$ cat config.mk
export PLATFORM = sky130hd
export DESIGN_NAME = sync_frame_receiver
export DESIGN_NICKNAME = d
export VERILOG_FILES = /design/src/design/sfr_pkg.sv /design/src/design/sync_frame_receiver.sv /design/src/design/sfr_useq.sv /design/src/design/sfr_datapath.sv
export VERILOG_INCLUDE_DIRS = /design/src /design/src/design
export SDC_FILE = /design/constraint.sdc
export NUM_CORES = 1
export LEC_CHECK = 0
export ABC_CLOCK_PERIOD_IN_PS = 4000
export BUFFER_PORTS_ARGS = -buffer_cell sky130_fd_sc_hd__buf_2
export CAP_MARGIN = 30
export CORE_MARGIN = 2
export CORE_UTILIZATION = 45
export CTS_BUF_LIST = sky130_fd_sc_hd__clkbuf_2
export DETAILED_ROUTE_END_ITERATION = 8
export PLACE_DENSITY_LB_ADDON = 0.25
export REMOVE_ABC_BUFFERS = 1
export SYNTH_ARGS = -nofsm -noshare
export SYNTH_HDL_FRONTEND = slang
export SYNTH_SLANG_ARGS = --single-unit
$ cat constraint.sdc
create_clock -name clk -period 4 [get_ports clk]
set_input_delay 1 -clock clk [delete_from_list [all_inputs] [get_ports clk]]
set_output_delay 1 -clock clk [all_outputs]
set_load 0.01 [all_outputs]
$ cat src/design/sync_frame_receiver_macros.svh
// Assertion macros for the sync frame receiver.
// Needs a clock named clk and an active-low reset named arst_n in the using scope.
`ifndef SYNC_FRAME_RECEIVER_MACROS_SVH
`define SYNC_FRAME_RECEIVER_MACROS_SVH

// Same-cycle implication, checked outside reset.
`define SFR_CHECK_IMPLY(label, ante, cons, msg) \
	label: assert property (@(posedge clk) disable iff (!arst_n) (ante) |-> (cons)) \
		else $error(msg);

// Next-cycle implication, checked outside reset.
`define SFR_CHECK_NEXT(label, ante, cons, msg) \
	label: assert property (@(posedge clk) disable iff (!arst_n) (ante) |=> (cons)) \
		else $error(msg);

`endif

$ cat src/design/sfr_pkg.sv
// Shared types, constants and the microcode program of the sync frame receiver.
// Used by sfr_useq, sfr_datapath and sync_frame_receiver; depends on nothing.
package sfr_pkg;

	localparam int N_SLOTS_DEF = 6;
	localparam int WORD_W      = 16;
	localparam int DUTY_W      = 15;
	localparam int DEPTH_W     = 4;
	localparam int PEND_W      = 8;
	localparam int ERR_W       = 16;
	localparam int STAT_W      = 2;
	localparam int STEP_W      = 4;
	localparam int START_BIT   = 15;

	localparam logic [PEND_W-1:0] MAX_DEPTH = 8'd15;

	typedef enum logic [STAT_W-1:0] {
		STAT_SLOT     = 2'd0,
		STAT_NOSYNC   = 2'd1,
		STAT_MISMATCH = 2'd2
	} status_t;

	typedef enum logic [2:0] {
		OP_NONE,
		OP_LATCH,
		OP_STORE,
		OP_START,
		OP_ERR_SYNC,
		OP_ERR_SUM,
		OP_FRAME_END,
		OP_SLOT
	} op_t;

	typedef enum logic [2:0] {
		C_NEVER,
		C_ALWAYS,
		C_START,
		C_NOSYNC,
		C_POS_FULL,
		C_SUM_OK,
		C_MORE
	} cond_t;

	typedef enum logic [STEP_W-1:0] {
		ST_FETCH      = 4'd0,
		ST_TEST_START = 4'd1,
		ST_TEST_SYNC  = 4'd2,
		ST_TEST_POS   = 4'd3,
		ST_STORE      = 4'd4,
		ST_START      = 4'd5,
		ST_NOSYNC     = 4'd6,
		ST_CHECK      = 4'd7,
		ST_MISMATCH   = 4'd8,
		ST_EMIT       = 4'd9,
		ST_SLOT       = 4'd10,
		ST_DONE       = 4'd11
	} step_t;

	// One microinstruction: hold conditions, datapath action, branch.
	typedef struct packed {
		logic  wait_in;
		logic  wait_out;
		op_t   op;
		cond_t cond;
		step_t target;
	} uword_t;

	typedef struct packed {
		op_t  op;
		logic fire;
	} dp_ctl_t;

	typedef struct packed {
		logic start;
		logic synced;
		logic pos_full;
		logic sum_ok;
		logic more;
		logic out_free;
	} dp_flags_t;

	// Control store. A taken branch goes to target, otherwise to the next step.
	function automatic uword_t ucode(input step_t s);
		uword_t w;
		w = '{wait_in: 1'b0, wait_out: 1'b0, op: OP_NONE, cond: C_ALWAYS, target: ST_FETCH};
		case (s)
			ST_FETCH: begin
				w.wait_in = 1'b1;
				w.op      = OP_LATCH;
				w.cond    = C_NEVER;
			end
			ST_TEST_START: begin
				w.cond   = C_START;
				w.target = ST_START;
			end
			ST_TEST_SYNC: begin
				w.cond   = C_NOSYNC;
				w.target = ST_NOSYNC;
			end
			ST_TEST_POS: begin
				w.cond   = C_POS_FULL;
				w.target = ST_CHECK;
			end
			ST_STORE:  w.op = OP_STORE;
			ST_START:  w.op = OP_START;
			ST_NOSYNC: begin
				w.wait_out = 1'b1;
				w.op       = OP_ERR_SYNC;
			end
			ST_CHECK: begin
				w.cond   = C_SUM_OK;
				w.target = ST_EMIT;
			end
			ST_MISMATCH: begin
				w.wait_out = 1'b1;
				w.op       = OP_ERR_SUM;
			end
			ST_EMIT: begin
				w.op   = OP_FRAME_END;
				w.cond = C_NEVER;
			end
			ST_SLOT: begin
				w.wait_out = 1'b1;
				w.op       = OP_SLOT;
				w.cond     = C_MORE;
				w.target   = ST_SLOT;
			end
			ST_DONE:   w.cond = C_ALWAYS;
			default:   w.cond = C_ALWAYS;
		endcase
		return w;
	endfunction

endpackage

$ cat src/design/sync_frame_receiver.sv
// Sync frame receiver top level: microcode sequencer plus datapath.
// Depends on sfr_pkg, sfr_useq, sfr_datapath and sync_frame_receiver_macros.svh.
//
//   channel | handshake             | payload
//   --------+-----------------------+------------------------------------------
//   in      | in_valid / in_stall   | link_word
//   out     | out_valid / out_stall | status slot duty depth depth_valid
//           |                       | error_count last
//
// Each input transaction (start word, data word, word before sync, checksum
// mismatch or match) runs one path of the microcode program, one step per cycle
// except while a step waits for an input word or for a free output register.
// Reset (arst_n low) clears the step counter and all frame and error state.
// A stalled sink holds the output register; the sequencer waits only in
// steps that load that register, and keeps taking words otherwise.
`include "sync_frame_receiver_macros.svh"

module sync_frame_receiver #(
	parameter int N_SLOTS = sfr_pkg::N_SLOTS_DEF,
	localparam int SLOT_W = (N_SLOTS > 1) ? $clog2(N_SLOTS) : 1
) (
	input  logic                        clk,
	input  logic                        arst_n,
	input  logic                        in_valid,
	output logic                        in_stall,
	input  logic [sfr_pkg::WORD_W-1:0]  link_word,
	output logic                        out_valid,
	input  logic                        out_stall,
	output logic [sfr_pkg::STAT_W-1:0]  status,
	output logic [SLOT_W-1:0]           slot,
	output logic [sfr_pkg::DUTY_W-1:0]  duty,
	output logic [sfr_pkg::DEPTH_W-1:0] depth,
	output logic                        depth_valid,
	output logic [sfr_pkg::ERR_W-1:0]   error_count,
	output logic                        last
);

	// control word toward the datapath, condition flags back
	sfr_pkg::dp_ctl_t   ctl;
	sfr_pkg::dp_flags_t flags;

	sfr_useq u_useq (
		.clk      (clk),
		.arst_n   (arst_n),
		.in_valid (in_valid),
		.in_stall (in_stall),
		.flags    (flags),
		.ctl      (ctl)
	);

	// frame registers, slot store and the output register
	sfr_datapath #(
		.N_SLOTS (N_SLOTS),
		.SLOT_W  (SLOT_W)
	) u_dp (
		.clk         (clk),
		.arst_n      (arst_n),
		.ctl         (ctl),
		.flags       (flags),
		.link_word   (link_word),
		.out_valid   (out_valid),
		.out_stall   (out_stall),
		.status      (status),
		.slot        (slot),
		.duty        (duty),
		.depth       (depth),
		.depth_valid (depth_valid),
		.error_count (error_count),
		.last        (last)
	);

	// error results are always single transactions
	`SFR_CHECK_IMPLY(a_err_single, out_valid && status != sfr_pkg::STAT_SLOT, last, "error without last")
	// a depth above the limit shows as zero
	`SFR_CHECK_IMPLY(a_depth_zero, out_valid && !depth_valid, depth == '0, "invalid depth not zero")
	// once a result is shown, the error count never goes down
	`SFR_CHECK_NEXT(a_err_mono, out_valid, error_count >= $past(error_count), "error count decreased")

endmodule

$ cat src/design/sfr_useq.sv
// Microcode sequencer: step counter, control store lookup and branch logic.
// Depends on sfr_pkg.
module sfr_useq (
	input  logic              clk,
	input  logic              arst_n,
	input  logic              in_valid,
	output logic              in_stall,
	input  sfr_pkg::dp_flags_t flags,
	output sfr_pkg::dp_ctl_t   ctl
);

	sfr_pkg::step_t  step_q, step_d;
	sfr_pkg::uword_t uw;
	logic [sfr_pkg::STEP_W-1:0] step_inc;
	logic go, hit;

	always_ff @(posedge clk or negedge arst_n) begin
		if (!arst_n) begin
			step_q <= sfr_pkg::ST_FETCH;
		end else begin
			step_q <= step_d;
		end
	end

	assign step_inc = step_q + 1'b1;

	always_comb begin
		uw = sfr_pkg::ucode(step_q);
		// hold the step until its input or output side is ready
		go = (!uw.wait_in || in_valid) && (!uw.wait_out || flags.out_free);
		case (uw.cond)
			sfr_pkg::C_NEVER:    hit = 1'b0;
			sfr_pkg::C_ALWAYS:   hit = 1'b1;
			sfr_pkg::C_START:    hit = flags.start;
			sfr_pkg::C_NOSYNC:   hit = !flags.synced;
			sfr_pkg::C_POS_FULL: hit = flags.pos_full;
			sfr_pkg::C_SUM_OK:   hit = flags.sum_ok;
			sfr_pkg::C_MORE:     hit = flags.more;
			default:             hit = 1'b0;
		endcase
		step_d = step_q;
		if (go) begin
			step_d = hit ? uw.target : sfr_pkg::step_t'(step_inc);
		end
		in_stall = !uw.wait_in;
		ctl.op   = uw.op;
		ctl.fire = go;
	end

endmodule

$ cat src/design/sfr_datapath.sv
// Datapath: frame registers, slot store, checksum and the output register.
// Depends on sfr_pkg; driven by the control word from sfr_useq.
module sfr_datapath #(
	parameter int N_SLOTS = sfr_pkg::N_SLOTS_DEF,
	parameter int SLOT_W  = 3
) (
	input  logic                        clk,
	input  logic                        arst_n,
	input  sfr_pkg::dp_ctl_t            ctl,
	output sfr_pkg::dp_flags_t          flags,
	input  logic [sfr_pkg::WORD_W-1:0]  link_word,
	output logic                        out_valid,
	input  logic                        out_stall,
	output logic [sfr_pkg::STAT_W-1:0]  status,
	output logic [SLOT_W-1:0]           slot,
	output logic [sfr_pkg::DUTY_W-1:0]  duty,
	output logic [sfr_pkg::DEPTH_W-1:0] depth,
	output logic                        depth_valid,
	output logic [sfr_pkg::ERR_W-1:0]   error_count,
	output logic                        last
);

	localparam int POS_W = (N_SLOTS > 1) ? $clog2(N_SLOTS + 1) : 1;

	logic [sfr_pkg::WORD_W-1:0] word_q;
	logic [POS_W-1:0]           pos_q;
	logic [sfr_pkg::WORD_W-1:0] sum_q;
	logic                       synced_q;
	logic [sfr_pkg::PEND_W-1:0] pend_q;
	logic [sfr_pkg::ERR_W-1:0]  errors_q;
	logic [SLOT_W-1:0]          idx_q, idx_d;
	logic [sfr_pkg::DUTY_W-1:0] store_mem [N_SLOTS];
	logic [sfr_pkg::DUTY_W-1:0] rd_q;
	logic                       out_valid_q;
	logic [sfr_pkg::STAT_W-1:0] status_q;
	logic [SLOT_W-1:0]          slot_q;
	logic [sfr_pkg::DUTY_W-1:0] duty_q;
	logic [sfr_pkg::DEPTH_W-1:0] depth_q;
	logic                       dvalid_q;
	logic [sfr_pkg::ERR_W-1:0]  errcnt_q;
	logic                       last_q;

	logic [sfr_pkg::ERR_W-1:0]  err_inc;
	logic                       dv;
	logic                       is_last;
	logic                       load_out;
	logic                       out_free;

	assign err_inc  = (errors_q == '1) ? errors_q : errors_q + 1'b1;
	assign dv       = (pend_q <= sfr_pkg::MAX_DEPTH);
	assign is_last  = (idx_q == SLOT_W'(N_SLOTS - 1));
	assign out_free = !out_valid_q || !out_stall;

	always_comb begin
		load_out = ctl.fire && (ctl.op inside {sfr_pkg::OP_ERR_SYNC, sfr_pkg::OP_ERR_SUM,
			sfr_pkg::OP_SLOT});
		idx_d = idx_q;
		if (ctl.fire && ctl.op == sfr_pkg::OP_FRAME_END) begin
			idx_d = '0;
		end else if (ctl.fire && ctl.op == sfr_pkg::OP_SLOT && !is_last) begin
			idx_d = idx_q + 1'b1;
		end
		flags.start    = word_q[sfr_pkg::START_BIT];
		flags.synced   = synced_q;
		flags.pos_full = (pos_q == POS_W'(N_SLOTS));
		flags.sum_ok   = ({1'b0, sum_q[sfr_pkg::DUTY_W-1:0]} == word_q);
		flags.more     = !is_last;
		flags.out_free = out_free;
	end

	always_ff @(posedge clk or negedge arst_n) begin
		if (!arst_n) begin
			pos_q       <= '0;
			sum_q       <= '0;
			synced_q    <= 1'b0;
			pend_q      <= '0;
			errors_q    <= '0;
			idx_q       <= '0;
			out_valid_q <= 1'b0;
		end else begin
			idx_q <= idx_d;
			if (load_out) begin
				out_valid_q <= 1'b1;
			end else if (!out_stall) begin
				out_valid_q <= 1'b0;
			end
			if (ctl.fire) begin
				case (ctl.op)
					sfr_pkg::OP_STORE: begin
						pos_q <= pos_q + 1'b1;
						sum_q <= sum_q + word_q;
					end
					sfr_pkg::OP_START: begin
						pos_q    <= '0;
						sum_q    <= '0;
						synced_q <= 1'b1;
						pend_q   <= word_q[sfr_pkg::PEND_W-1:0];
					end
					sfr_pkg::OP_ERR_SYNC: errors_q <= err_inc;
					sfr_pkg::OP_ERR_SUM: begin
						errors_q <= err_inc;
						pos_q    <= '0;
						sum_q    <= '0;
					end
					sfr_pkg::OP_FRAME_END: begin
						pos_q    <= '0;
						sum_q    <= '0;
						synced_q <= 1'b0;
					end
					default: ;
				endcase
			end
		end
	end

	// payload registers and slot store
	always_ff @(posedge clk) begin
		if (ctl.fire && ctl.op == sfr_pkg::OP_LATCH) begin
			word_q <= link_word;
		end
		if (ctl.fire && ctl.op == sfr_pkg::OP_STORE) begin
			store_mem[pos_q[SLOT_W-1:0]] <= word_q[sfr_pkg::DUTY_W-1:0];
		end
		rd_q <= store_mem[idx_d];
		if (load_out) begin
			if (ctl.op == sfr_pkg::OP_SLOT) begin
				status_q <= sfr_pkg::STAT_SLOT;
				slot_q   <= idx_q;
				duty_q   <= rd_q;
				depth_q  <= dv ? pend_q[sfr_pkg::DEPTH_W-1:0] : '0;
				dvalid_q <= dv;
				errcnt_q <= errors_q;
				last_q   <= is_last;
			end else begin
				status_q <= (ctl.op == sfr_pkg::OP_ERR_SYNC) ? sfr_pkg::STAT_NOSYNC
					: sfr_pkg::STAT_MISMATCH;
				slot_q   <= '0;
				duty_q   <= '0;
				depth_q  <= '0;
				dvalid_q <= 1'b0;
				errcnt_q <= err_inc;
				last_q   <= 1'b1;
			end
		end
	end

	assign out_valid   = out_valid_q;
	assign status      = status_q;
	assign slot        = slot_q;
	assign duty        = duty_q;
	assign depth       = depth_q;
	assign depth_valid = dvalid_q;
	assign error_count = errcnt_q;
	assign last        = last_q;

endmodule

==> impl_metrics.ini <==
[status]
status = completed

[pwr]
p_comb_share_pct = 38.6
p_per_area_mw_per_mm2 = 725
cellLeakagePower_nw = 4.32
p_switching_mw = 3.03
pwr-share-clk_pct = 17.7
intPower_mw = 4.77
netSwitchingFraction_pct = 38.9
ir_drop_mv = 0.359
power_frac_seq_pct = 43.7

[sta]
min_period_ps = 3330
drv_slew = 0
max_clock_freq_mhz = 301
period_share_pct = 83.1
setup_viol = 0
rsz0062_at_grt = false
finalHoldViolations = 0
clock_skew_ps = 59.8
fin_worst_hold_slack_ps = 163
setup_slack_ps = 674
worst_pin_slew_ps = 889
slew_headroom_pct = 40.3

[clock_network]
cts_sinks = 214
path_clk_slew_ps = 120
cts_max_level = 2
clock_latency_ps = 820
root_buffer = clkbuf_2
numCtsBuffers = 53
cts_hold_buf = 0
tritoncts = done
postCtsSetupRepairBufs = 0
cts-resized-gates = 0
clockBufferDepth = 3

[drt]
first_pass_iters = 5
drtAntennaViolNets = 0
wl_per_cell_um = 18.4
wl_mm = 21.0
via_count = 6369
drtIter0Drc = 457
viasPerCell = 5.58
drcViolationCount = 0

[worst_setup_path]
path_max_fanout = 9
end_kind = output port
arrival_ps = 2330
reg2reg_slack_ps = 700
r2r-end = u_dp.errors_q[10]
timing.rr.start = u_useq.step_q[0]
cp.required_ps = 3000
r2r_cells = 8
start_kind = register
criticalPathCategory = register to output port

[yosys]
yosys_warnings = 0
ys_seq_area_share_pct = 63.1
syn_area_sq_mm = 0.00954
synth_top_area_share_pct = 46.6
synthArstFlopShare_pct = 23.8
synth_cell_type_count = 65
synth_area_leaders = edfxtp_1 47%, dfrtp_1 13%, mux2i_1 4.7%
syn_avg_cell_area_sq_um = 13.4
synth_top_cell_by_area = edfxtp_1
ys.flop_type = edfxtp_1
synth_edf_count = 148
syn_inst = 713
ys_ff_latch = 214

[die]
start_util_pct = 45.7
die_y_um = 150
ios = 64
die-area_sq_mm = 0.0224
core_area_sq_mm = 0.0209
num_rows = 53
die_w_um = 150

[place]
port_buffers = 63
dp_hpwl_mm = 13.6
pre_cts_ws_ps = 747
globalplace.congestion = 0.845

[grt]
antenna_found_initial = 1
grt_max_degree = 37
grt_pass1_vias = 6387
grt_pass1_wl_mm = 32.5
track_usage_pct = 18.9
grt-ovfl-total = 0

[cells_and_area]
regArea_sq_mm = 0.00602
fin_nets = 867
mostFrequentLayoutCell = edfxtp_1
multiInputGateArea_sq_mm = 0.00332
area_delta_synth_final_pct = 12.9
layout_common_cells = 148 x edfxtp_1, 75 x clkbuf_2, 63 x buf_2
fillers = 1830
final_layout_size_suffix_gt1_share_pct = 23.2

[min_path]
hp-class = primary input to async pin

[flow_run]
maxCapViolCount = 0
[flip-flops by register name, indices dropped and copies added (netlist names)]
register          flops
u_dp.store_mem       90
u_dp.error_count     16
u_dp.errors_q        16
u_dp.word_q          16
u_dp.duty            15
u_dp.rd_q            15
u_dp.sum_q           15
u_dp.pend_q           8
u_dp.depth            4
u_useq.step_q         4
u_dp.idx_q            3
u_dp.pos_q            3
u_dp.slot             3
u_dp.status           2
u_dp.depth_valid      1
u_dp.last             1
u_dp.out_valid        1
u_dp.synced_q         1
[kinds of logic after synthesis]
family,synth area share [%]
flops,63.1
xor+xnor,3.23
buf+inv,2.47
simple gates,9.84
compound gates,11.4
mux,6.73
fa+ha+maj,3.23
[critical path: stages (launching register included)]
cell and delay, ps:
dfrtp_1 450, inv_1 130, ha_1 340, or3b_4 450, buf_2 160
[cells in the mapped netlist (16+ instances only)]
library cell  count
clkbuf_1         19
a21oi_1          23
nand3_1          17
and2_1           23
o21ai_0          23
mux2i_1          45
nor2_1           39
o21a_1           18
nor3_1           19
dfrtp_1          51
xor2_1           23
nand2_1          45
ha_1             23
o221ai_1         16
edfxtp_1        148
[metal layers]
metal  GRT usage (%)  wire (um)  part of all wire, %  vias up
met1            23.7       8670                   41     3119
met3            4.33       1270                  6.0       33
met5               0          0                    0        -
li1                -          -                    -     2990
met4            8.48        415                  2.0        0
met2            31.2      10600                   51      227
[power groups by stage]
stage	Clock, mW	Sequential, mW	Combinational (mW)
3_3_place_gp	0	3.43	2.91
3_5_place_dp	0	3.46	3.01
5_1_grt	1.54	3.48	3.30
6_report	1.38	3.41	3.01
2_1_floorplan	0	3.47	1.88
4_1_cts	1.44	3.41	3.03
[stage by stage]
step / total power, mW / instance area [sq um] / std cells / utilization (%) / TNS [ps]
global route: 8.32 / 10800 / 1142 / 51.5 / 0
global placement: 6.34 / 10300 / 1042 / 49.2 / 0
finish: 7.81 / 10800 / 1142 / 51.5 / 0
floorplan: 5.36 / 9360 / 681 / - / -4290
CTS: 7.88 / 10800 / 1141 / 51.5 / 0
detailed placement: 6.47 / 10300 / 1043 / 49.3 / 0
[layout make-up]
| cell class | count | share of cell area, % |
|---|---|---|
| sequential | 214 | 55.9 |
| multi-input combinational | 452 | 30.8 |
| timing repair buffer | 87 | 5.14 |
| clock buffer | 75 | 3.49 |
| tap | 275 | 3.20 |
| clock inverter | 23 | 0.872 |
| inverter | 15 | 0.523 |
| antenna | 1 | 0.0232 |
[worst max-delay path by stage]
| stage | from | end | slack [ps] |
|---|---|---|---|
| floorplan | u_useq.step_q[0] | u_dp.depth[0] | -100 |
| global placement | u_useq.step_q[0] | u_dp.rd_q[6] | 920 |
| detailed placement | u_useq.step_q[0] | u_dp.rd_q[0] | 750 |
| CTS | u_useq.step_q[0] | in_stall | 610 |
| global route | u_useq.step_q[0] | in_stall | 530 |
| finish | u_useq.step_q[0] | in_stall | 670 |
(Power assumes the default switching activity.)
